--- config.mk ---
export PLATFORM = sky130hd
export DESIGN_NAME = pslt_seq_flat
export DESIGN_NICKNAME = d
export VERILOG_FILES = /design/src/rtl/pslt_pkg.sv /design/src/rtl/pslt_if.sv /design/src/rtl/pslt_unit.sv /design/src/rtl/pslt_seq.sv /design/src/flat_wrapper.sv
export SDC_FILE = /design/constraint.sdc
export NUM_CORES = 2
export LEC_CHECK = 0
export BUFFER_PORTS_ARGS = -buffer_cell sky130_fd_sc_hd__buf_2
export CAP_MARGIN = 40
export CELL_PAD_IN_SITES_DETAIL_PLACEMENT = 0
export CELL_PAD_IN_SITES_GLOBAL_PLACEMENT = 1
export CORE_ASPECT_RATIO = 0.9
export CORE_MARGIN = 2
export CORE_UTILIZATION = 30
export CTS_BUF_LIST = sky130_fd_sc_hd__clkbuf_16
export DETAILED_ROUTE_END_ITERATION = 8
export PLACE_DENSITY_LB_ADDON = 0.1
export SLEW_MARGIN = 20
export SYNTH_ARGS = -nofsm -noshare
export SYNTH_HDL_FRONTEND = slang
export SYNTH_SLANG_ARGS = --single-unit
--- constraint.sdc ---
create_clock -name clk -period 18.76 [get_ports clk]
set_input_delay 3.752 -clock clk [delete_from_list [all_inputs] [get_ports clk]]
set_output_delay 3.752 -clock clk [all_outputs]
set_load 0.01 [all_outputs]
--- src/rtl/pslt_pkg.sv ---
// ----------------------------------------------------------------------------
// pslt_pkg: shared types and constants for the source lockout table
// Table geometry, command codes, register indexes, shared unit opcodes, the
// config struct and the structs passed between the sequencer and the table.
// ----------------------------------------------------------------------------
package pslt_pkg;

	localparam int TABLE_ENTRIES = 16;
	localparam int IDX_W = (TABLE_ENTRIES > 1) ? $clog2(TABLE_ENTRIES) : 1;
	localparam int PTR_W = IDX_W + 1;

	localparam int KEY_W = 128;
	localparam int NOW_W = 63;
	localparam int END_W = 64;
	localparam int CNT_W = 8;
	localparam int ALU_W = 65;

	localparam int CFG_IDX_W = 2;
	localparam int CFG_DATA_W = 16;

	localparam logic [19:0] US_PER_SEC = 20'd1000000;
	localparam logic [CNT_W-1:0] CNT_MAX = '1;

	localparam logic [CFG_IDX_W-1:0] REG_MAX_FAIL = 2'd0;
	localparam logic [CFG_IDX_W-1:0] REG_WINDOW_S = 2'd1;
	localparam logic [CFG_IDX_W-1:0] REG_LOCKOUT_S = 2'd2;

	localparam logic [7:0] RST_MAX_FAIL = 8'd5;
	localparam logic [15:0] RST_WINDOW_S = 16'd60;
	localparam logic [15:0] RST_LOCKOUT_S = 16'd300;

	localparam logic [1:0] CMD_CHECK = 2'd0;
	localparam logic [1:0] CMD_FAIL = 2'd1;
	localparam logic [1:0] CMD_SUCCESS = 2'd2;

	typedef enum logic [1:0] {
		OP_ADD,
		OP_SUB,
		OP_MUL
	} alu_op_t;

	typedef struct packed {
		logic [7:0]  max_fail;
		logic [15:0] window_s;
		logic [15:0] lockout_s;
	} cfg_t;

	typedef struct packed {
		logic [KEY_W-1:0] key;
		logic [NOW_W-1:0] first_fail;
		logic [END_W-1:0] lockout_end;
		logic [CNT_W-1:0] fail_count;
	} entry_t;

	typedef struct packed {
		logic             en;
		logic             set;
		logic [IDX_W-1:0] addr;
		entry_t           entry;
	} tbl_wr_t;

endpackage

--- src/rtl/pslt_if.sv ---
// ----------------------------------------------------------------------------
// pslt_if: channel interfaces of the source lockout table
// Request, response and configuration write channels, valid/ready handshake.
// ----------------------------------------------------------------------------
interface pslt_req_if;
	logic                      valid;
	logic                      ready;
	logic [1:0]                command;
	logic [63:0]               source_addr_high;
	logic [63:0]               source_addr_low;
	logic [pslt_pkg::NOW_W-1:0] now_us;

	modport source (output valid, command, source_addr_high, source_addr_low, now_us,
		input ready);
	modport sink (input valid, command, source_addr_high, source_addr_low, now_us,
		output ready);
endinterface

interface pslt_rsp_if;
	logic valid;
	logic ready;
	logic locked_out;
	logic lockout_started;
	logic not_recorded;

	modport source (output valid, locked_out, lockout_started, not_recorded, input ready);
	modport sink (input valid, locked_out, lockout_started, not_recorded, output ready);
endinterface


--- src/rtl/pslt_unit.sv ---
// ----------------------------------------------------------------------------
// pslt_unit: shared arithmetic unit
// 65-bit add/subtract and seconds-to-microseconds multiply, reused by the
// sequencer for every time computation.
// ----------------------------------------------------------------------------
module pslt_unit (
	input  pslt_pkg::alu_op_t              op,
	input  logic [pslt_pkg::ALU_W-1:0]     a,
	input  logic [pslt_pkg::ALU_W-1:0]     b,
	output logic [pslt_pkg::ALU_W-1:0]     y
);

	logic [35:0] prod;

	assign prod = 36'(a[15:0]) * 36'(pslt_pkg::US_PER_SEC);

	always_comb begin
		unique case (op)
			pslt_pkg::OP_ADD: y = a + b;
			pslt_pkg::OP_SUB: y = a - b;
			pslt_pkg::OP_MUL: y = pslt_pkg::ALU_W'(prod);
			default:          y = '0;
		endcase
	end

endmodule

--- src/rtl/pslt_seq.sv ---
// ----------------------------------------------------------------------------
// pslt_seq: command sequencer
// Scans the table one entry per cycle; for a failure it then steps the shared
// unit through the window and lockout computations and writes back the entry, while a check or success may erase it.
// ----------------------------------------------------------------------------
module pslt_seq (
	input  logic                            clk,
	input  logic                            arst_n,
	input  pslt_pkg::cfg_t                  cfg,
	pslt_req_if.sink                        req,
	pslt_rsp_if.source                      rsp,
	output logic [pslt_pkg::IDX_W-1:0]      rd_addr,
	input  logic                            rd_valid,
	input  pslt_pkg::entry_t                rd_entry,
	output pslt_pkg::tbl_wr_t               tbl_wr
);

	typedef enum logic [3:0] {
		ST_IDLE,
		ST_SCAN,
		ST_CHK,
		ST_MULW,
		ST_ADDT,
		ST_WIN,
		ST_LCHK,
		ST_MULL,
		ST_ADDE,
		ST_WRITE,
		ST_RESP
	} state_t;

	localparam logic [pslt_pkg::PTR_W-1:0] PTR_END = pslt_pkg::PTR_W'(pslt_pkg::TABLE_ENTRIES);
	localparam logic [pslt_pkg::IDX_W-1:0] IDX_LAST =
		pslt_pkg::IDX_W'(pslt_pkg::TABLE_ENTRIES - 1);

	state_t                          state_q;
	logic [1:0]                      cmd_q;
	logic [pslt_pkg::KEY_W-1:0]      key_q;
	logic [pslt_pkg::NOW_W-1:0]      now_q;
	logic [pslt_pkg::PTR_W-1:0]      ptr_q;
	logic                            chk_s1;
	logic [pslt_pkg::IDX_W-1:0]      idx_s1;
	logic                            hit_q;
	logic                            free_q;
	logic [pslt_pkg::IDX_W-1:0]      slot_q;
	logic [pslt_pkg::CNT_W-1:0]      cnt_q;
	logic [pslt_pkg::NOW_W-1:0]      first_q;
	logic [pslt_pkg::END_W-1:0]      end_q;
	logic [pslt_pkg::ALU_W-1:0]      acc_q;
	logic                            locked_q;
	logic                            started_q;
	logic                            dropped_q;
	logic                            rsp_valid_q;
	logic                            rsp_locked_q;
	logic                            rsp_started_q;
	logic                            rsp_dropped_q;

	pslt_pkg::alu_op_t               u_op;
	logic [pslt_pkg::ALU_W-1:0]      u_a;
	logic [pslt_pkg::ALU_W-1:0]      u_b;
	logic [pslt_pkg::ALU_W-1:0]      u_y;
	logic                            neg;
	logic                            match;
	logic                            rsp_free;

	pslt_unit u_unit (
		.op (u_op),
		.a  (u_a),
		.b  (u_b),
		.y  (u_y)
	);

	assign neg = u_y[pslt_pkg::ALU_W-1];
	assign match = rd_valid && (rd_entry.key == key_q);
	assign rsp_free = !rsp_valid_q || rsp.ready;
	assign rd_addr = ptr_q[pslt_pkg::IDX_W-1:0];

	assign req.ready = (state_q == ST_IDLE);
	assign rsp.valid = rsp_valid_q;
	assign rsp.locked_out = rsp_locked_q;
	assign rsp.lockout_started = rsp_started_q;
	assign rsp.not_recorded = rsp_dropped_q;

	always_comb begin
		u_op = pslt_pkg::OP_ADD;
		u_a = '0;
		u_b = '0;
		unique case (state_q)
			ST_CHK: begin
				u_op = pslt_pkg::OP_SUB;
				u_a = pslt_pkg::ALU_W'(now_q);
				u_b = pslt_pkg::ALU_W'(end_q);
			end
			ST_MULW: begin
				u_op = pslt_pkg::OP_MUL;
				u_a = pslt_pkg::ALU_W'(cfg.window_s);
			end
			ST_ADDT: begin
				u_a = pslt_pkg::ALU_W'(first_q);
				u_b = acc_q;
			end
			ST_WIN: begin
				u_op = pslt_pkg::OP_SUB;
				u_a = acc_q;
				u_b = pslt_pkg::ALU_W'(now_q);
			end
			ST_MULL: begin
				u_op = pslt_pkg::OP_MUL;
				u_a = pslt_pkg::ALU_W'(cfg.lockout_s);
			end
			ST_ADDE: begin
				u_a = pslt_pkg::ALU_W'(now_q);
				u_b = acc_q;
			end
			default: begin
			end
		endcase
	end

	always_comb begin
		tbl_wr.en = 1'b0;
		tbl_wr.set = 1'b0;
		tbl_wr.addr = slot_q;
		tbl_wr.entry.key = key_q;
		tbl_wr.entry.first_fail = first_q;
		tbl_wr.entry.lockout_end = end_q;
		tbl_wr.entry.fail_count = cnt_q;
		if (state_q == ST_CHK && hit_q) begin
			// success erases; an expired lockout is erased by a check
			if (cmd_q == pslt_pkg::CMD_SUCCESS ||
				(cmd_q == pslt_pkg::CMD_CHECK && end_q != '0 && !neg)) begin
				tbl_wr.en = 1'b1;
			end
		end else if (state_q == ST_WRITE) begin
			tbl_wr.en = 1'b1;
			tbl_wr.set = 1'b1;
		end
	end

	always_ff @(posedge clk or negedge arst_n) begin
		if (!arst_n) begin
			state_q <= ST_IDLE;
			cmd_q <= '0;
			key_q <= '0;
			now_q <= '0;
			ptr_q <= '0;
			chk_s1 <= 1'b0;
			idx_s1 <= '0;
			hit_q <= 1'b0;
			free_q <= 1'b0;
			slot_q <= '0;
			cnt_q <= '0;
			first_q <= '0;
			end_q <= '0;
			acc_q <= '0;
			locked_q <= 1'b0;
			started_q <= 1'b0;
			dropped_q <= 1'b0;
			rsp_valid_q <= 1'b0;
			rsp_locked_q <= 1'b0;
			rsp_started_q <= 1'b0;
			rsp_dropped_q <= 1'b0;
		end else begin
			acc_q <= u_y;
			if (state_q == ST_RESP && rsp_free) begin
				rsp_valid_q <= 1'b1;
			end else if (rsp_valid_q && rsp.ready) begin
				rsp_valid_q <= 1'b0;
			end
			unique case (state_q)
				ST_IDLE: begin
					if (req.valid) begin
						cmd_q <= req.command;
						key_q <= {req.source_addr_high, req.source_addr_low};
						now_q <= req.now_us;
						ptr_q <= '0;
						chk_s1 <= 1'b0;
						hit_q <= 1'b0;
						free_q <= 1'b0;
						locked_q <= 1'b0;
						started_q <= 1'b0;
						dropped_q <= 1'b0;
						if (req.command == pslt_pkg::CMD_CHECK ||
							req.command == pslt_pkg::CMD_SUCCESS ||
							(req.command == pslt_pkg::CMD_FAIL && cfg.max_fail != '0)) begin
							state_q <= ST_SCAN;
						end else begin
							state_q <= ST_RESP;
						end
					end
				end
				ST_SCAN: begin
					if (ptr_q != PTR_END) begin
						ptr_q <= ptr_q + 1'b1;
						idx_s1 <= ptr_q[pslt_pkg::IDX_W-1:0];
					end
					chk_s1 <= (ptr_q != PTR_END) && !(chk_s1 && match);
					if (chk_s1) begin
						if (match) begin
							hit_q <= 1'b1;
							slot_q <= idx_s1;
							cnt_q <= rd_entry.fail_count;
							first_q <= rd_entry.first_fail;
							end_q <= rd_entry.lockout_end;
							state_q <= (cmd_q == pslt_pkg::CMD_FAIL) ? ST_MULW : ST_CHK;
						end else begin
							if (!rd_valid && !free_q) begin
								free_q <= 1'b1;
								slot_q <= idx_s1;
							end
							if (idx_s1 == IDX_LAST) begin
								if (cmd_q != pslt_pkg::CMD_FAIL) begin
									state_q <= ST_CHK;
								end else if (free_q || !rd_valid) begin
									cnt_q <= '0;
									first_q <= '0;
									end_q <= '0;
									state_q <= ST_MULW;
								end else begin
									dropped_q <= 1'b1;
									state_q <= ST_RESP;
								end
							end
						end
					end
				end
				ST_CHK: begin
					if (cmd_q == pslt_pkg::CMD_CHECK && hit_q && end_q != '0 && neg) begin
						locked_q <= 1'b1;
					end
					state_q <= ST_RESP;
				end
				ST_MULW: state_q <= ST_ADDT;
				ST_ADDT: state_q <= ST_WIN;
				ST_WIN: begin
					// first + window < now: new window
					if (cnt_q == '0 || neg) begin
						first_q <= now_q;
						cnt_q <= pslt_pkg::CNT_W'(1);
					end else if (cnt_q != pslt_pkg::CNT_MAX) begin
						cnt_q <= cnt_q + 1'b1;
					end
					state_q <= ST_LCHK;
				end
				ST_LCHK: begin
					state_q <= (cnt_q >= cfg.max_fail && end_q == '0) ? ST_MULL : ST_WRITE;
				end
				ST_MULL: state_q <= ST_ADDE;
				ST_ADDE: begin
					end_q <= u_y[pslt_pkg::END_W-1:0];
					started_q <= 1'b1;
					state_q <= ST_WRITE;
				end
				ST_WRITE: state_q <= ST_RESP;
				ST_RESP: begin
					if (rsp_free) begin
						rsp_locked_q <= locked_q;
						rsp_started_q <= started_q;
						rsp_dropped_q <= dropped_q;
						state_q <= ST_IDLE;
					end
				end
				default: state_q <= ST_IDLE;
			endcase
		end
	end

	a_busy_after_accept: assert property (@(posedge clk) disable iff (!arst_n)
		(req.valid && req.ready) |=> !req.ready)
		else $error("request accepted while previous transaction still busy");

	a_write_only_busy: assert property (@(posedge clk) disable iff (!arst_n)
		tbl_wr.en |-> (state_q == ST_CHK || state_q == ST_WRITE))
		else $error("table write outside check or write-back step");

	a_flags_exclusive: assert property (@(posedge clk) disable iff (!arst_n)
		rsp_valid_q |-> $onehot0({rsp_locked_q, rsp_started_q, rsp_dropped_q}))
		else $error("more than one response flag set");

	a_resp_when_free: assert property (@(posedge clk) disable iff (!arst_n)
		(state_q == ST_RESP && rsp_free) |=> (rsp_valid_q && state_q == ST_IDLE))
		else $error("response not loaded when output register free");

endmodule

--- src/flat_wrapper.sv ---
// flat-port wrapper written by rule: the top's interface ports become plain ports
module pslt_seq_flat 
  (clk, arst_n, cfg, rd_addr, rd_valid, rd_entry, tbl_wr, req_valid, req_command, req_source_addr_high, req_source_addr_low, req_now_us, req_ready, rsp_valid, rsp_locked_out, rsp_lockout_started, rsp_not_recorded, rsp_ready);
  pslt_req_if req_i ();
  pslt_rsp_if rsp_i ();
  input  logic clk;
  input  logic arst_n;
  input  pslt_pkg::cfg_t cfg;
  output logic [pslt_pkg::IDX_W-1:0] rd_addr;
  input  logic rd_valid;
  input  pslt_pkg::entry_t rd_entry;
  output pslt_pkg::tbl_wr_t tbl_wr;
  input wire logic [$bits(req_i.valid)-1:0] req_valid;
  input wire logic [$bits(req_i.command)-1:0] req_command;
  input wire logic [$bits(req_i.source_addr_high)-1:0] req_source_addr_high;
  input wire logic [$bits(req_i.source_addr_low)-1:0] req_source_addr_low;
  input wire logic [$bits(req_i.now_us)-1:0] req_now_us;
  output wire logic [$bits(req_i.ready)-1:0] req_ready;
  output wire logic [$bits(rsp_i.valid)-1:0] rsp_valid;
  output wire logic [$bits(rsp_i.locked_out)-1:0] rsp_locked_out;
  output wire logic [$bits(rsp_i.lockout_started)-1:0] rsp_lockout_started;
  output wire logic [$bits(rsp_i.not_recorded)-1:0] rsp_not_recorded;
  input wire logic [$bits(rsp_i.ready)-1:0] rsp_ready;
  assign req_i.valid = req_valid;
  assign req_i.command = req_command;
  assign req_i.source_addr_high = req_source_addr_high;
  assign req_i.source_addr_low = req_source_addr_low;
  assign req_i.now_us = req_now_us;
  assign req_ready = req_i.ready;
  assign rsp_valid = rsp_i.valid;
  assign rsp_locked_out = rsp_i.locked_out;
  assign rsp_lockout_started = rsp_i.lockout_started;
  assign rsp_not_recorded = rsp_i.not_recorded;
  assign rsp_i.ready = rsp_ready;
  pslt_seq u_core (.clk(clk), .arst_n(arst_n), .cfg(cfg), .req(req_i), .rsp(rsp_i), .rd_addr(rd_addr), .rd_valid(rd_valid), .rd_entry(rd_entry), .tbl_wr(tbl_wr));
endmodule
==> results_dict.tcl <==
set metrics [dict create \
    status "completed" \
    die_h_um 312 \
    stdcell_area_sq_um 39000 \
    hold_buffers 0 \
    setup_violations 0 \
    wire_per_inst_um 28.8 \
    worstPathArrival_ps 8800 \
    rows 113 \
    drv_slew 0 \
    synth.distinct_cells 97 \
    grt_overflow 0 \
    drive_gt1_share_pct 23.7 \
    first_iter_violations 2730 \
    antenna_found_initial 50 \
    fin_crit_ps 12550 \
    required_ps 15010 \
    multi_input_area_sq_um 19700 \
    grt_pass1_wl_mm 235 \
    tns_ps 0 \
    clock-sinks 420 \
    nFillCells 11200 \
    clock.fmax_ghz 0.0797 \
    ant_nets 0 \
    cts_buffer_depth 3 \
    final_common_cell "nand2_1" \
    cts_root_buf "clkbuf_16" \
    area_growth_pct 23.0 \
    holdWs_ps 486 \
    finalNetCount 5118 \
    worstRegToRegCells 28 \
    rsz0062_at_grt "false" \
    dr.pass1.iters 9 \
    path_max_fanout 41 \
    grt_pass1_vias 31200 \
    min_path_type "flop to flop" \
    met1_length_mm 71.6 \
    dr_total_vias 31500 \
    synth_fp_nets 4429 \
    r2r-start "u_core.state_q[3]$_DFFE_PN0P_" \
    io_pins 779 \
    holdPathEnd "u_core.hit_q$_DFFE_PN0P_" \
    cts_buffers 55 \
    hold_viol 0 \
    tightest_slew_ps 933 \
    grt_start_max_net_pins 132 \
    place_inst 5698 \
    seqCellArea_sq_um 10500 \
    drc 0 \
    postCtsSetupBuffers 0 \
    clk_pin_slew_worst_paths_ps 60 \
    start_util_pct 30.1 \
    synth-edff-count 0 \
    place_area_sq_um 37100 \
    wl_met2_mm 78.0 \
    synthFlopType "dfrtp_1" \
    skew_ps 35.7 \
    die_area_sq_um 108000 \
    slew_headroom_pct 37.8 \
    viasPerCell 5.42 \
    ys_seq_elements 420 \
    reg2reg_to "u_core.first_q[51]$_DFFE_PN0P_" \
    syn_inst 3691 \
    dieWidth_um 347 \
    synth_area_per_cell_sq_um 8.59 \
    stdcell_count 5810 \
    maxCapViolCount 0 \
    ctsResizeCount 0 \
    io_buffers 778 \
    synth_warnings 0 \
    critical_path_class "flop to primary output" \
    coreArea_sq_um 105000 \
    wirelength_mm 167 \
    topRoutingLayerUsed "met5" \
    ys_seq_area_share_pct 33.2 \
    cts_htree_levels 2 \
    final_cell_mix "nand2_1 (785), buf_2 (780), dfrtp_1 (416), xnor2_1 (197), inv_1 (193)" \
    r2r_slack_ps 9210 \
    dp_hpwl_mm 133 \
    wl_met3_mm 11.0 \
    startpoint_type "flop" \
    syn_area_sq_um 31700 \
    postSynth.asyncResetShare_pct 100 \
    clock_latency_ps 660 \
    cts_tree "yes" \
    gp_congestion 0.930 \
    worstHoldStart "u_core.hit_q$_DFFE_PN0P_" \
    hold_depth 2 \
    cp-end-kind "primary output" \
    period_share_pct 66.9 \
    groute.usage.overall_pct 29.9 \
]
through the flow:
step / setup slack (ps) / utilization, %
after floorplan: 8040 / -
after global placement: 6070 / 35.1
after detailed placement: 6780 / 35.3
after CTS: 6030 / 37.0
after global routing: 5800 / 37.1
final: 6210 / 37.1
cell type report:
cell class              instances  share of cell area [%]
clock buffers                  55                    3.53
repair buffers                844                    11.8
flip-flops and latches        420                    27.0
well taps                    1380                    4.43
diodes                          8                  0.0513
inverters                     187                    1.80
clock inverters                44                   0.988
multi-input cells            2872                    50.4
worst max-delay path by stage:
stage                             startpoint          end  slack, ps  depth (start not counted)
6_report       u_core.state_q[3]$_DFFE_PN0P_  tbl_wr[268]       6210                         27
5_1_grt        u_core.state_q[3]$_DFFE_PN0P_  tbl_wr[268]       5800                         27
4_1_cts        u_core.state_q[0]$_DFFE_PN0P_  tbl_wr[268]       6030                         24
3_5_place_dp                         cfg[18]  tbl_wr[268]       6780                         17
3_3_place_gp                         cfg[18]  tbl_wr[268]       6070                         15
2_1_floorplan                        cfg[10]  tbl_wr[268]       8040                         14
synth_stat cells (all sizes together), types with 15 or more instances:
cell type | count | share of area, %
ha | 182 | 7.2
nand3 | 51 | 0.81
a31oi | 34 | 0.67
nor3 | 73 | 1.2
nor2b | 15 | 0.30
nor4 | 41 | 0.83
and3 | 50 | 0.99
nand4b | 30 | 0.83
a22oi | 45 | 1.1
xor2 | 65 | 1.8
buf | 45 | 0.97
nor2 | 157 | 1.9
xnor2 | 198 | 5.5
a222oi | 54 | 1.7
mux2 | 78 | 3.4
a22o | 66 | 1.8
nand2b | 27 | 0.53
a21o | 79 | 1.9
a21oi | 187 | 3.0
dfrtp | 420 | 33
nand2 | 787 | 9.3
inv | 186 | 2.2
and2 | 30 | 0.59
fa | 55 | 3.5
o21ai | 167 | 2.6
o21a | 33 | 0.78
a32o | 15 | 0.47
nand4 | 67 | 1.3
clkbuf | 167 | 2.0
o31ai | 20 | 0.47
or3 | 27 | 0.53
registers in the layout (all words and copies together), names as in the netlist, 2 cells and up:
name	flops
u_core.key_q	128
u_core.acc_q	65
u_core.end_q	64
u_core.first_q	63
u_core.now_q	63
u_core.cnt_q	8
u_core.ptr_q	5
u_core.idx_s1	4
u_core.slot_q	4
u_core.state_q	4
u_core.cmd_q	2
metal layers:
metal | GRT usage [%] | vias up
li1 | - | 14500
met1 | 39.2 | 15500
met2 | 49.4 | 1165
met3 | 5.96 | 270
met4 | 9.24 | 60
met5 | 0 | -
cells by family after synthesis:
| family | Yosys count | share of synthesized area (%) |
|---|---|---|
| flops | 420 | 33.2 |
| compound gates | 853 | 18.7 |
| mux | 86 | 3.71 |
| fa+ha+maj | 237 | 10.7 |
| xor+xnor | 263 | 7.29 |
| simple gates | 1433 | 21.3 |
| buf+inv | 399 | 5.17 |
worst max-delay path, stage by stage (launching register included):
cell      delay, ps
dfrtp_2         590
xnor2_4         520
buf_8           230
nor2_4           40
buf_4           280
a21oi_1         300
ha_1            290
o31ai_1         100
nor3_1          210
nand4_1         250
or2_2           460
nor3_1          450
nand4b_1        470
o41ai_1         840
xnor2_1         170
ha_1            390
nand3_1         130
nand2_1         170
a21o_1          160
a31oi_1          70
nor3_1          470
o311ai_0        260
buf_1           190
and3_1          220
mux2i_4         400
a21oi_1         120
o22ai_1         120
buf_2           190
Power is left out: the tool's default activity adds up to more than one toggle a clock period on the data nets, which glitch-free logic cannot reach.
